==> src/sv/itoar_pkg.sv <==
`timescale 1ns / 1ps
// Shared types, constants and helper functions for the integer-to-ASCII block.
// Used by itoar_ctrl, itoar_dp and the integer_to_ascii_radix top level.
package itoar_pkg;

  localparam int VALUE_WIDTH   = 32;
  localparam int RADIX_W       = 6;
  localparam int IDX_W         = $clog2(VALUE_WIDTH);
  localparam int CNT_W         = IDX_W + 1;
  localparam int BITS_PER_STEP = 4;
  localparam int STEPS         = VALUE_WIDTH / BITS_PER_STEP;
  localparam int STEP_W        = $clog2(STEPS);
  localparam int ADDR_W        = 2;
  localparam int DATA_W        = 32;

  localparam logic [RADIX_W-1:0] RADIX_MIN   = RADIX_W'(2);
  localparam logic [RADIX_W-1:0] RADIX_MAX   = RADIX_W'(36);
  localparam logic [RADIX_W-1:0] RADIX_RESET = RADIX_W'(10);

  localparam logic [ADDR_W-1:0] REG_RADIX_ADDR = '0;

  localparam logic [7:0] MINUS_CODE      = 8'h2d;
  localparam logic [7:0] CHAR_ZERO       = 8'h30;
  localparam logic [7:0] CHAR_ALPHA_BASE = 8'h57;
  localparam logic [7:0] EMPTY_CODE      = 8'h00;

  // Commands from the controller to the datapath.
  typedef struct packed {
    logic load;
    logic div_step;
    logic emit_sign;
    logic rd_issue;
    logic emit_digit;
    logic emit_empty;
  } cmd_t;

  // Status from the datapath to the controller.
  typedef struct packed {
    logic radix_ok;
    logic div_done;
    logic negative;
    logic out_free;
    logic last_digit;
  } sts_t;

  function automatic logic [7:0] digit_char(input logic [RADIX_W-1:0] d);
    logic [7:0] d8;
    d8 = {{(8-RADIX_W){1'b0}}, d};
    if (d < RADIX_W'(10)) begin
      return CHAR_ZERO + d8;
    end else begin
      return CHAR_ALPHA_BASE + d8;
    end
  endfunction

endpackage

==> src/sv/itoar_ctrl.sv <==
`timescale 1ns / 1ps
// Sequencing state machine for the integer-to-ASCII block.
// Depends on itoar_pkg; drives commands into itoar_dp and reads its status.
module itoar_ctrl (
  input  logic             clk,
  input  logic             rst,
  input  logic             in_valid,
  output logic             in_stall,
  input  itoar_pkg::sts_t  sts,
  output itoar_pkg::cmd_t  cmd
);
  import itoar_pkg::*;

  typedef enum logic [5:0] {
    S_IDLE  = 6'b000001,
    S_DIV   = 6'b000010,
    S_SIGN  = 6'b000100,
    S_READ  = 6'b001000,
    S_EMIT  = 6'b010000,
    S_EMPTY = 6'b100000
  } state_t;

  state_t state, state_next;

  always_ff @(posedge clk) begin
    if (rst) begin
      state <= S_IDLE;
    end else begin
      state <= state_next;
    end
  end

  assign in_stall = (state != S_IDLE);

  always_comb begin
    state_next = state;
    cmd = '0;
    case (state)
      S_IDLE: begin
        if (in_valid) begin
          if (sts.radix_ok) begin
            cmd.load = 1'b1;
            state_next = S_DIV;
          end else begin
            state_next = S_EMPTY;
          end
        end
      end
      S_DIV: begin
        cmd.div_step = 1'b1;
        if (sts.div_done) begin
          state_next = sts.negative ? S_SIGN : S_READ;
        end
      end
      S_SIGN: begin
        if (sts.out_free) begin
          cmd.emit_sign = 1'b1;
          state_next = S_READ;
        end
      end
      S_READ: begin
        cmd.rd_issue = 1'b1;
        state_next = S_EMIT;
      end
      S_EMIT: begin
        if (sts.out_free) begin
          cmd.emit_digit = 1'b1;
          state_next = sts.last_digit ? S_IDLE : S_READ;
        end
      end
      S_EMPTY: begin
        if (sts.out_free) begin
          cmd.emit_empty = 1'b1;
          state_next = S_IDLE;
        end
      end
      default: begin
        state_next = S_IDLE;
      end
    endcase
  end

  a_one_emit: assert property (@(posedge clk) disable iff (rst)
    $onehot0({cmd.emit_sign, cmd.emit_digit, cmd.emit_empty}))
    else $error("more than one character transfer commanded in one cycle");

  a_emit_after_read: assert property (@(posedge clk) disable iff (rst)
    cmd.emit_digit |-> (state == S_EMIT) && $past(state == S_READ || state == S_EMIT))
    else $error("digit emitted without a preceding store read");

  a_accept_only_idle: assert property (@(posedge clk) disable iff (rst)
    (cmd.load || (in_valid && !in_stall)) |=> (state != S_IDLE))
    else $error("accepted item did not start work");

endmodule

==> src/sv/itoar_dp.sv <==
`timescale 1ns / 1ps
// Datapath: magnitude/sign capture, radix divider (four quotient bits per
// cycle), digit store, and the result output register. Depends on itoar_pkg.
module itoar_dp (
  input  logic                                     clk,
  input  logic                                     rst,
  input  logic [itoar_pkg::RADIX_W-1:0]            radix,
  input  logic signed [itoar_pkg::VALUE_WIDTH-1:0] value,
  input  itoar_pkg::cmd_t                          cmd,
  output itoar_pkg::sts_t                          sts,
  output logic                                     out_valid,
  input  logic                                     out_stall,
  output logic [7:0]                               char_code,
  output logic                                     is_last,
  output logic                                     is_empty
);
  import itoar_pkg::*;

  localparam logic [STEP_W-1:0] STEP_LAST = STEP_W'(STEPS - 1);
  localparam logic [CNT_W-1:0]  CNT_FULL  = CNT_W'(VALUE_WIDTH);

  logic [VALUE_WIDTH-1:0] quotient;
  logic [RADIX_W-1:0]     rem_r;
  logic [STEP_W-1:0]      step_cnt;
  logic [CNT_W-1:0]       digit_count;
  logic                   negative_flag;
  logic [RADIX_W-1:0]     rd_data;
  logic [RADIX_W-1:0]     digit_store [VALUE_WIDTH];

  logic [VALUE_WIDTH-1:0] value_u;
  logic [VALUE_WIDTH-1:0] magnitude;
  logic [VALUE_WIDTH-1:0] q_step;
  logic [RADIX_W-1:0]     r_step;
  logic                   step_last;
  logic [CNT_W-1:0]       count_dec;
  logic                   out_free;

  assign value_u   = value;
  assign magnitude = value_u[VALUE_WIDTH-1] ? (~value_u + VALUE_WIDTH'(1)) : value_u;
  assign step_last = (step_cnt == STEP_LAST);
  assign count_dec = digit_count - CNT_W'(1);
  assign out_free  = !out_valid || !out_stall;

  // Restoring division: shift the quotient's top bit into the remainder,
  // subtract the radix where it fits, and shift the result bit back in.
  always_comb begin
    logic [RADIX_W:0] r7;
    logic             ge;
    q_step = quotient;
    r_step = rem_r;
    for (int k = 0; k < BITS_PER_STEP; k++) begin
      r7 = {r_step, q_step[VALUE_WIDTH-1]};
      ge = (r7 >= {1'b0, radix});
      q_step = {q_step[VALUE_WIDTH-2:0], ge};
      r_step = ge ? RADIX_W'(r7 - {1'b0, radix}) : r7[RADIX_W-1:0];
    end
  end

  assign sts.radix_ok   = (radix >= RADIX_MIN) && (radix <= RADIX_MAX);
  assign sts.div_done   = step_last && ((q_step == '0) || (digit_count == CNT_FULL - CNT_W'(1)));
  assign sts.negative   = negative_flag;
  assign sts.out_free   = out_free;
  assign sts.last_digit = (digit_count == CNT_W'(1));

  always_ff @(posedge clk) begin
    if (rst) begin
      quotient      <= '0;
      rem_r         <= '0;
      step_cnt      <= '0;
      digit_count   <= '0;
      negative_flag <= 1'b0;
    end else begin
      if (cmd.load) begin
        quotient      <= magnitude;
        negative_flag <= value_u[VALUE_WIDTH-1];
        rem_r         <= '0;
        step_cnt      <= '0;
        digit_count   <= '0;
      end else if (cmd.div_step) begin
        quotient <= q_step;
        if (step_last) begin
          rem_r       <= '0;
          step_cnt    <= '0;
          digit_count <= digit_count + CNT_W'(1);
        end else begin
          rem_r    <= r_step;
          step_cnt <= step_cnt + STEP_W'(1);
        end
      end else if (cmd.emit_digit) begin
        digit_count <= count_dec;
      end
    end
  end

  // Digit store: one write and one registered read per cycle.
  always_ff @(posedge clk) begin
    if (cmd.div_step && step_last) begin
      digit_store[digit_count[IDX_W-1:0]] <= r_step;
    end
    if (cmd.rd_issue) begin
      rd_data <= digit_store[count_dec[IDX_W-1:0]];
    end
  end

  // Output register.
  always_ff @(posedge clk) begin
    if (rst) begin
      out_valid <= 1'b0;
    end else if (cmd.emit_sign || cmd.emit_digit || cmd.emit_empty) begin
      out_valid <= 1'b1;
    end else if (!out_stall) begin
      out_valid <= 1'b0;
    end
  end

  always_ff @(posedge clk) begin
    if (cmd.emit_sign) begin
      char_code <= MINUS_CODE;
      is_last   <= 1'b0;
      is_empty  <= 1'b0;
    end else if (cmd.emit_digit) begin
      char_code <= digit_char(rd_data);
      is_last   <= sts.last_digit;
      is_empty  <= 1'b0;
    end else if (cmd.emit_empty) begin
      char_code <= EMPTY_CODE;
      is_last   <= 1'b1;
      is_empty  <= 1'b0 | 1'b1;
    end
  end

  a_count_range: assert property (@(posedge clk) disable iff (rst)
    digit_count <= CNT_FULL)
    else $error("digit count beyond store depth");

  a_emit_nonempty: assert property (@(posedge clk) disable iff (rst)
    cmd.emit_digit |-> (digit_count != '0))
    else $error("digit emitted from an empty store");

  a_rem_below_radix: assert property (@(posedge clk) disable iff (rst)
    cmd.div_step |-> (rem_r < radix) && (r_step < radix))
    else $error("division remainder not below radix");

  a_no_overwrite: assert property (@(posedge clk) disable iff (rst)
    (cmd.emit_sign || cmd.emit_digit || cmd.emit_empty) |-> out_free)
    else $error("output register loaded while a result is held");

endmodule

==> src/sv/integer_to_ascii_radix.sv <==
`timescale 1ns / 1ps
// Top level of the integer-to-ASCII converter: configuration register port,
// controller and datapath. Depends on itoar_pkg, itoar_ctrl and itoar_dp.

// Converts one signed 32-bit value to ASCII text in the base held in the radix
// register (byte address 0, reset 10); digits are 0-9 then a-z, a negative value
// starts with '-', and characters leave most significant first with is_last on
// the final one. A radix outside 2 to 36 gives a single transfer with is_empty
// and is_last set and char_code 0. One item is worked on at a time. The divider
// retires four quotient bits per cycle and finds one digit per pass; after the
// division comes a minus sign for a negative value, then for each digit a read
// of the digit store and a load of the output register, which out_stall can hold.
module integer_to_ascii_radix (
  input  logic                                     clk,
  input  logic                                     rst,
  input  logic                                     psel,
  input  logic                                     penable,
  input  logic                                     pwrite,
  input  logic [itoar_pkg::ADDR_W-1:0]             paddr,
  input  logic [itoar_pkg::DATA_W-1:0]             pwdata,
  output logic [itoar_pkg::DATA_W-1:0]             prdata,
  output logic                                     pready,
  input  logic                                     in_valid,
  output logic                                     in_stall,
  input  logic signed [itoar_pkg::VALUE_WIDTH-1:0] value,
  output logic                                     out_valid,
  input  logic                                     out_stall,
  output logic [7:0]                               char_code,
  output logic                                     is_last,
  output logic                                     is_empty
);
  import itoar_pkg::*;

  logic [RADIX_W-1:0] radix;
  logic               cfg_write;
  cmd_t               cmd;
  sts_t               sts;

  assign pready    = 1'b1;
  assign cfg_write = psel && penable && pwrite && pready;

  always_ff @(posedge clk) begin
    if (rst) begin
      radix <= RADIX_RESET;
    end else if (cfg_write && (paddr == REG_RADIX_ADDR)) begin
      radix <= pwdata[RADIX_W-1:0];
    end
  end

  always_comb begin
    prdata = '0;
    if (paddr == REG_RADIX_ADDR) begin
      prdata = {{(DATA_W-RADIX_W){1'b0}}, radix};
    end
  end

  itoar_ctrl u_ctrl (
    .clk      (clk),
    .rst      (rst),
    .in_valid (in_valid),
    .in_stall (in_stall),
    .sts      (sts),
    .cmd      (cmd)
  );

  itoar_dp u_dp (
    .clk       (clk),
    .rst       (rst),
    .radix     (radix),
    .value     (value),
    .cmd       (cmd),
    .sts       (sts),
    .out_valid (out_valid),
    .out_stall (out_stall),
    .char_code (char_code),
    .is_last   (is_last),
    .is_empty  (is_empty)
  );

endmodule

==> config.mk <==
export PLATFORM = sky130hd
export DESIGN_NAME = integer_to_ascii_radix
export DESIGN_NICKNAME = d
export VERILOG_FILES = /design/src/sv/itoar_pkg.sv /design/src/sv/itoar_ctrl.sv /design/src/sv/itoar_dp.sv /design/src/sv/integer_to_ascii_radix.sv
export SDC_FILE = /design/constraint.sdc
export NUM_CORES = 1
export LEC_CHECK = 0
export ABC_AREA = 1
export BUFFER_PORTS_ARGS = -buffer_cell sky130_fd_sc_hd__buf_4
export CELL_PAD_IN_SITES_DETAIL_PLACEMENT = 1
export CELL_PAD_IN_SITES_GLOBAL_PLACEMENT = 1
export CORE_ASPECT_RATIO = 0.9
export CORE_MARGIN = 1.5
export CORE_UTILIZATION = 40
export CTS_CLUSTER_DIAMETER = 50
export DETAILED_ROUTE_END_ITERATION = 12
export GPL_TIMING_DRIVEN = 0
export PLACE_DENSITY = 0.67
export REMOVE_ABC_BUFFERS = 1
export SETUP_SLACK_MARGIN = 0.4
export SLEW_MARGIN = 20
export SYNTH_ARGS = -nofsm -noshare
export SYNTH_HDL_FRONTEND = slang
export SYNTH_SLANG_ARGS = --single-unit
==> constraint.sdc <==
create_clock -name clk -period 10.5 [get_ports clk]
set_clock_uncertainty 0.15 [all_clocks]
set_input_delay 0.525 -clock clk [delete_from_list [all_inputs] [get_ports clk]]
set_output_delay 0.525 -clock clk [all_outputs]
set_load 0.02 [all_outputs]
==> flow_summary.toml, run 1 <==
[flow_run]
maxCapViolCount = 0

[global_routing]
grt_usage = 0.2123
grt_pass1_vias = 10520
grt_max_degree = 67
gr-total-overflow = 0
antenna_found_initial = 0
grt_pass1_wl_mm = 58.46

[worst_setup_path]
crit_required_ns = 10.59
startpoint = "radix[1]"
cpPeakStageDelay_ns = 0.67
arrival_ns = 8.05
crit_path_end_kind = "flip-flop"
critPathKind = "flip-flop to flip-flop"
cp-start-kind = "flip-flop"
cp_max_fo = 32
critical_path.slowest_cell = "and2_2"
crit_top_cell = "nand2_1"
regToRegStartpoint = "radix[1]"

[cells_and_area]
syn_to_final_growth_pct = 13.91
fillers = 3755
nets = 1571
stdcell_count = 1937
diodes = 0
layout-drive-gt1-share = 0.1113
multi_input_area_um2 = 5444
seqCellArea_um2 = 7371

[floorplanning]
die_y_um = 177.6
row_count = 63
core-area_um2 = 33190
die_x_um = 197
start_util = 0.4083
fp.dieArea_um2 = 34990
io_pins = 118

[worst_hold_path]
min_from = "pwdata[1]"
hp-class = "primary input to flip-flop"

[placed_design]
dp_hpwl_mm = 24.91
port-buffer-count = 64
preCtsSetupSlack_ns = 2.494
globalplace.congestion = 0.8190
dp.cells = 1879

[synthesis]
synth.yosys.seq_area_share = 0.5437
synth-edff-count = 198
yosys_warnings = 0
avgSynthCellArea_um2 = 9.562
async_flop_share = 0
yosysUniqueCellTypes = 58
postSynthCellCount = 1417
synth_ff_type = "edfxtp_1"
ys_ff_latch = 269
netlist_area_um2 = 13550

[sta]
slew_violations = 0
fin_setup_tns_ns = 0
setup-violations-final = 0
fmax_mhz = 125.7
rsz0062_at_grt = "false"
hold_viol_final = 0
min_period_over_period = 0.7575
period_needed_ns = 7.954
max_slew.worst_pin.slew_ns = 0.8847
slew_headroom = 0.4097
holdWs_ns = 0.06138
setup_ws_ns = 2.546

[detailed_routing]
viasPerCell = 5.353
drt-pass1-iter-count = 6
wl_per_cell_um = 19.03
postRouteAntennaNets = 0
drtIter0Drc = 561
via_count = 10370
drcViolationCount = 0
routed_wl_mm = 36.87

[clock_network]
cts_tree = "yes"
cts_root_buf = "clkbuf_16"
numCtsBuffers = 31
cts_sinks = 269
ctsHtreeMaxLevel = 1
clockBufferDepth = 3
cts.clk_slew.worst_paths_ns = 0.06
hold_buffers = 0
cts_setup_buffers = 0
insertion_delay_ns = 0.57
cts.repair.resized = 0

[outcome]
status = "completed"
## per-stage QoR
| step | instance area (um^2) | util |
|---|---|---|
| 4_1_cts | 15430 | 0.4651 |
| 2_1_floorplan | 13190 | - |
| 5_1_grt | 15430 | 0.4651 |
| 3_5_place_dp | 14370 | 0.4330 |
| 6_report | 15430 | 0.4651 |
| 3_3_place_gp | 14240 | 0.4292 |
## area by class of cell
cell class                      instances  share of cell area
Clock buffer                           35             0.05124
Clock inverter                         23             0.01767
Inverter                              109             0.02667
Multi-Input combinational cell        977              0.3527
Sequential cell                       269              0.4776
Tap cell                              455             0.03689
Timing Repair Buffer                   69             0.03721
## layout by cell type, fill, tap and decap left out, drive strengths merged, types with 2 or more instances in the layout
cell	n
o32ai	29
fa	4
xnor2	11
nand4	12
o21ai	108
buf	69
xor2	15
clkinv	12
and2	9
a221oi	5
a21oi	66
o31ai	2
nor2	233
o21a	3
clkbuf	35
edfxtp	198
nand3	50
bufinv	5
a31oi	37
conb	27
nor3	13
o221ai	19
o22ai	2
nand3b	6
dfxtp	71
ha	37
mux2i	19
a211oi	7
nor4	9
inv	114
o211ai	26
nand2	217
or2	4
## metal layers
metal | global-route usage | wire, um | up-vias
met5 | 0 | 0 | -
met4 | 0.04008 | 502 | 0
met3 | 0.02490 | 1371 | 35
met2 | 0.3641 | 17760 | 186
met1 | 0.2911 | 17230 | 5120
li1 | - | - | 5028
## Yosys cell counts (26+ instances only)
cell      number  area share
nand2_1      204       0.057
inv_1        100       0.028
o211ai_1      26       0.014
dfxtp_1       71        0.10
nand3_1       46       0.017
a31oi_1       37       0.017
buf_4         27       0.015
o21ai_0       95       0.035
nor2_1       228       0.063
o32ai_1       29       0.019
edfxtp_1     198        0.44
clkbuf_1      49       0.014
ha_1          37       0.034
a21oi_1       64       0.024
## flip-flops by register name, summed over array words and instances, names as in the netlist
| name | flops |
|---|---|
| u_ctrl.state | 6 |
| u_dp.digit_count | 6 |
| radix | 6 |
| u_dp.quotient | 32 |
| u_dp.rem_r | 6 |
| u_dp.digit_store | 192 |
| u_dp.is_last | 1 |
| u_dp.rd_data | 6 |
| u_dp.is_empty | 1 |
| u_dp.out_valid | 1 |
| u_dp.step_cnt | 3 |
| u_dp.char_code | 8 |
| u_dp.negative_flag | 1 |
## worst max-delay path: cells and delay by family, from the launching register on
kind	cells	cell delay (ns)
AND/OR/NAND/NOR	20	2.97
AO/OA/AOI/OAI	11	2.04
adder cells (fa/ha/maj)	4	1.43
buffers and inverters	3	0.52
flip-flops	1	0.48
## logic make-up after synthesis
| logic type | after synthesis | synth area share |
|---|---|---|
| flip-flops | 269 | 0.5437 |
| XOR/XNOR | 26 | 0.01681 |
| adder cells (fa/ha/maj) | 41 | 0.04008 |
| AND/OR/NAND/NOR | 553 | 0.1780 |
| multiplexers | 19 | 0.01404 |
| other | 2 | 0.0005543 |
| AO/OA/AOI/OAI | 311 | 0.1434 |
| buffers and inverters | 196 | 0.06335 |
## worst paths after layout
check | to | slack, ns | cells after the start
max | u_dp.digit_store[12][3] | 2.55 | 38
min | radix[1] | 0.06 | 3
max reg2reg | u_dp.digit_store[12][3] | 2.55 | 38
min reg2reg | u_dp.char_code[6] | 0.31 | 2
Power of run 1 is not shown: default switching activity piles up to over one toggle a cycle in this logic, so the estimate is an artifact.
==> run 2: changes to the inputs <==
- PLACE_DENSITY: 0.67 -> 0.7
- clock period: 10.5 -> 6.75 ns (I/O delays scaled with it)
==> flow_summary.toml, run 2 (synthesis gave the netlist of run 1 again) <==
[worst_setup_path]
arrival_ns = 6.46
critPathKind = "flip-flop to flip-flop"
crit_required_ns = 6.91
cp_max_fo = 8
cpPeakStageDelay_ns = 0.36
crit_top_cell = "nand2_4"
regToRegStartpoint = "radix[3]"
r2r-end = "u_dp.digit_store[8][2]"
critical_path.slowest_cell = "dfxtp_2"
cp-start-kind = "flip-flop"
rr_worst_depth = 37
crit_path_end_kind = "flip-flop"
reg2reg_slack_ns = 0.45

[outcome]
status = "completed"

[worst_hold_path]
min_to = "u_dp.quotient[2]"
hp-class = "primary input to flip-flop"
min_from = "value[2]"
whs_path_depth = 4

[floorplanning]
fp.dieArea_um2 = 34990
start_util = 0.4083
io_pins = 118
die_y_um = 177.6
row_count = 63
die_x_um = 197
core-area_um2 = 33190

[detailed_routing]
postRouteAntennaNets = 0
wl_per_cell_um = 21.07
drt-pass1-iter-count = 7
routed_wl_mm = 42.83
drtIter0Drc = 802
drcViolationCount = 0
viasPerCell = 5.527
via_count = 11240

[sta]
setup-violations-final = 0
rsz0062_at_grt = "true"
fin_setup_tns_ns = 0
period_needed_ns = 6.299
min_period_over_period = 0.9331
slew_headroom = 0.4037
fmax_mhz = 158.8
setup_ws_ns = 0.4514
hold_viol_final = 0
slew_violations = 0
max_slew.worst_pin.slew_ns = 0.8937

[global_routing]
grt_pass1_vias = 11190
antenna_found_initial = 0
grt_max_degree = 57
grt_usage = 0.2352
gr-total-overflow = 0
grt_pass1_wl_mm = 63.32

[clock_network]
numCtsBuffers = 31
ctsHtreeMaxLevel = 1
cts.clk_slew.worst_paths_ns = 0.06
cts_tree = "yes"
cts_root_buf = "clkbuf_16"
cts_sinks = 269
insertion_delay_ns = 0.58
clockBufferDepth = 3

[cells_and_area]
final_cell_mix = "nor2_1 (223), edfxtp_1 (198), nand2_1 (186)"
diodes = 0
nets = 1667
syn_to_final_growth_pct = 25.28
final_cell_area_um2 = 16980
layout-drive-gt1-share = 0.2079
stdcell_count = 2033
largest_reg_flops = 192
final_common_cell = "nor2_1"

[placed_design]
globalplace.congestion = 0.8134
port-buffer-count = 64
postPlaceCellArea_um2 = 14360
preCtsSetupSlack_ns = -1.220
dp.cells = 1879
dp_hpwl_mm = 24.94

[flow_run]
maxCapViolCount = 0
run 2: changes by cell type in the layout (fill, tap and decap cells not counted), sizes merged:
| cell | delta |
|---|---|
| buf | +56 |
| dlygate4sd3 | +22 |
| and2 | +15 |
| clkinvlp | +8 |
| clkinv | -7 |
| clkbuf | +4 |
| inv | -3 |
| nand2 | +3 |
| bufinv | -2 |
run 2: through the flow:
stage	hold slack [ns]	util
global route	0.009297	0.5115
global placement	0.3026	0.4292
floorplan	0.2566	-
finish	0.01164	0.5115
detailed placement	0.3068	0.4328
CTS	0.002634	0.4958
run 2: how the worst max path moves through the flow:
stage,from,endpoint,slack [ns],cells after the start
after global routing,u_dp.quotient[31],u_dp.digit_store[7][2],0.21,40
after CTS,radix[3],u_dp.digit_store[15][1],0.40,38
after global placement,u_dp.digit_count[0],u_dp.rd_data[2],-3.33,8
final,radix[3],u_dp.digit_store[8][2],0.45,37
after floorplan,radix[1],u_dp.digit_store[0][3],0.27,37
after detailed placement,radix[1],u_dp.digit_store[7][2],-1.22,37
run 2: worst max-delay path: cells and delay by family, from the launching register on:
family	cells	cell delay, ns
simple gates	21	2.65
buf+inv	7	0.77
flops	1	0.36
compound gates	5	0.83
fa+ha+maj	4	1.25
run 2: what timing repair did:
item / CTS / global route
gates cloned: 16 / 2
setup buffers: 30 / 26
hold buffers: 22 / 0
gates resized for setup: 114 / 64
endpoints found under the setup margin: 204 / 204
hold endpoints to repair: 22 / 0
pin swaps: 47 / 43
run 2: final cells by class:
class,instances,area (um^2)
clock inverters,19,220.2
multi-input cells,995,6276
inverters,109,447.9
fillers,3676,16210
clock buffers,39,815.8
flip-flops and latches,269,7387
repair buffers,147,1259
well taps,455,569.3
run 2: layer usage:
layer  vias to the layer above  part of all wire  track usage
met4                         2             0.029      0.06934
met3                        81             0.044      0.04067
met5                         -            0.0018      0.01709
met1                      5628              0.43       0.3002
li1                       5257                 -            -
met2                       268              0.50       0.4069
Power of run 2 is left out for the same reason.
==> run 3: changes to the inputs <==
- CORE_MARGIN: 1.5 -> default
==> flow_summary.toml, run 3 (synthesis gave the netlist of run 1 again) <==
[detailed_routing]
drt-pass1-iter-count = 5
drtIter0Drc = 702
drcViolationCount = 0
wl_per_cell_um = 21.16
viasPerCell = 5.649
postRouteAntennaNets = 0
routed_wl_mm = 42.04
via_count = 11220

[worst_setup_path]
crit_required_ns = 6.91
crit_path_end_kind = "flip-flop"
cpLargestDelayFamily = "simple AND/OR/NAND/NOR gates"
critical_path.slowest_cell = "dfxtp_2"
cp_max_fo = 8
reg2reg_slack_ns = 0.44
rr_worst_depth = 38
arrival_ns = 6.47
critical_path_buf_inv_count = 6
regToRegStartpoint = "radix[5]"
crit_top_cell = "nand2_2"
crit_end = "u_dp.digit_store[8][3]"
critPathKind = "flip-flop to flip-flop"
cp-start-kind = "flip-flop"
cpPeakStageDelay_ns = 0.35
startpoint = "radix[5]"
r2r-end = "u_dp.digit_store[8][3]"
crit_cells = 38

[worst_hold_path]
hp-class = "primary input to flip-flop"

[global_routing]
grt_pass1_wl_mm = 63.29
antenna_found_initial = 0
grt_usage = 0.2356
grt_max_degree = 61
grt_pass1_vias = 11210
gr-total-overflow = 0

[cells_and_area]
utilization = 0.5010
final_common_cell = "nor2_1"
stdcell_count = 1987
final_cell_mix = "nor2_1 (225), edfxtp_1 (198), nand2_1 (190)"
largest_reg_flops = 192
multi_input_area_um2 = 6043
layout-drive-gt1-share = 0.1891
nets = 1654
seqCellArea_um2 = 7387
fillers = 3675
syn_to_final_growth_pct = 22.41
diodes = 0

[sta]
rsz0062_at_grt = "true"
max_slew.worst_pin.slew_ns = 0.9512
period_needed_ns = 6.310
slew_violations = 0
fin_setup_tns_ns = 0
setup_ws_ns = 0.4400
setup-violations-final = 0
hold_viol_final = 0
min_period_over_period = 0.9348
fmax_mhz = 158.5
slew_headroom = 0.3613

[placed_design]
globalplace.congestion = 0.8167
dp.cells = 1846
preCtsSetupSlack_ns = -1.114
dp_hpwl_mm = 24.62
port-buffer-count = 64

[clock_network]
cts.clk_slew.worst_paths_ns = 0.06
cts_sinks = 269
numCtsBuffers = 31
insertion_delay_ns = 0.58
cts_tree = "yes"
ctsHtreeMaxLevel = 1
clockBufferDepth = 3
cts_root_buf = "clkbuf_16"

[floorplanning]
row_count = 63
die_x_um = 196
die_y_um = 176.6
start_util = 0.4093
fp.dieArea_um2 = 34610
core-area_um2 = 33110
io_pins = 118

[flow_run]
maxCapViolCount = 0

[outcome]
status = "completed"
[run 3: changes by cell type in the layout (fill, tap and decap cells not counted), moves of 5 or more]
cell,previous run,this run
nand2_8,7,2
clkinvlp_4,9,4
inv_6,6,1
buf_4,111,105
clkbuf_1,7,15
nand2_4,12,6
[run 3: worst min path at each step]
| stage | depth (start not counted) | from | end | slack, ns |
|---|---|---|---|---|
| detailed placement | 2 | u_dp.char_code[1] | u_dp.char_code[1] | 0.31 |
| floorplan | 1 | rst | u_ctrl.state[1] | 0.26 |
| finish | 4 | value[13] | u_dp.quotient[13] | 0.02 |
| CTS | 4 | in_valid | u_ctrl.state[0] | 0.001 |
| global route | 4 | value[13] | u_dp.quotient[13] | 0.02 |
| global placement | 2 | u_dp.step_cnt[2] | u_dp.step_cnt[2] | 0.30 |
[run 3: worst register-to-register path: cells and delay by family (launching register included)]
| kind | cells | cell delay (ns) |
|---|---|---|
| buf+inv | 6 | 0.59 |
| fa+ha+maj | 4 | 1.12 |
| flops | 1 | 0.35 |
| compound gates | 8 | 1.28 |
| simple gates | 20 | 2.55 |
[run 3: stage by stage]
step | cell area (um^2) | hold slack, ns
floorplan | 13190 | 0.2566
global placement | 14200 | 0.3031
detailed placement | 14330 | 0.3138
CTS | 16210 | 0.001236
global route | 16590 | 0.01704
finish | 16590 | 0.01638
[run 3: timing repair]
| action | CTS | global route |
|---|---|---|
| endpoints found under the hold margin | 27 | 0 |
| buffers inserted | 26 | 18 |
| resized for setup | 85 | 59 |
| setup endpoints to repair | 204 | 204 |
| pin swaps | 32 | 33 |
| gates cloned | 13 | 0 |
| hold buffers | 26 | 0 |
[run 3: area by class of cell]
cell class              instances  share of cell area
multi-input cells             990              0.3644
well taps                     422             0.03183
clock inverters                 8            0.005582
flip-flops and latches        269              0.4454
inverters                     109             0.02731
repair buffers                139             0.07136
clock buffers                  50             0.05416
[run 3: metal layers]
layer  vias up  wire [um]  global-route usage  share of wire
li1       5216          -                   -              -
met1      5624      18580              0.3177           0.44
met2       306      20550              0.3992           0.49
met3        78       1702             0.02865          0.040
met4         0       1206             0.06706          0.029
met5         -          0                   0              0
Power of run 3 is left out for the same reason.
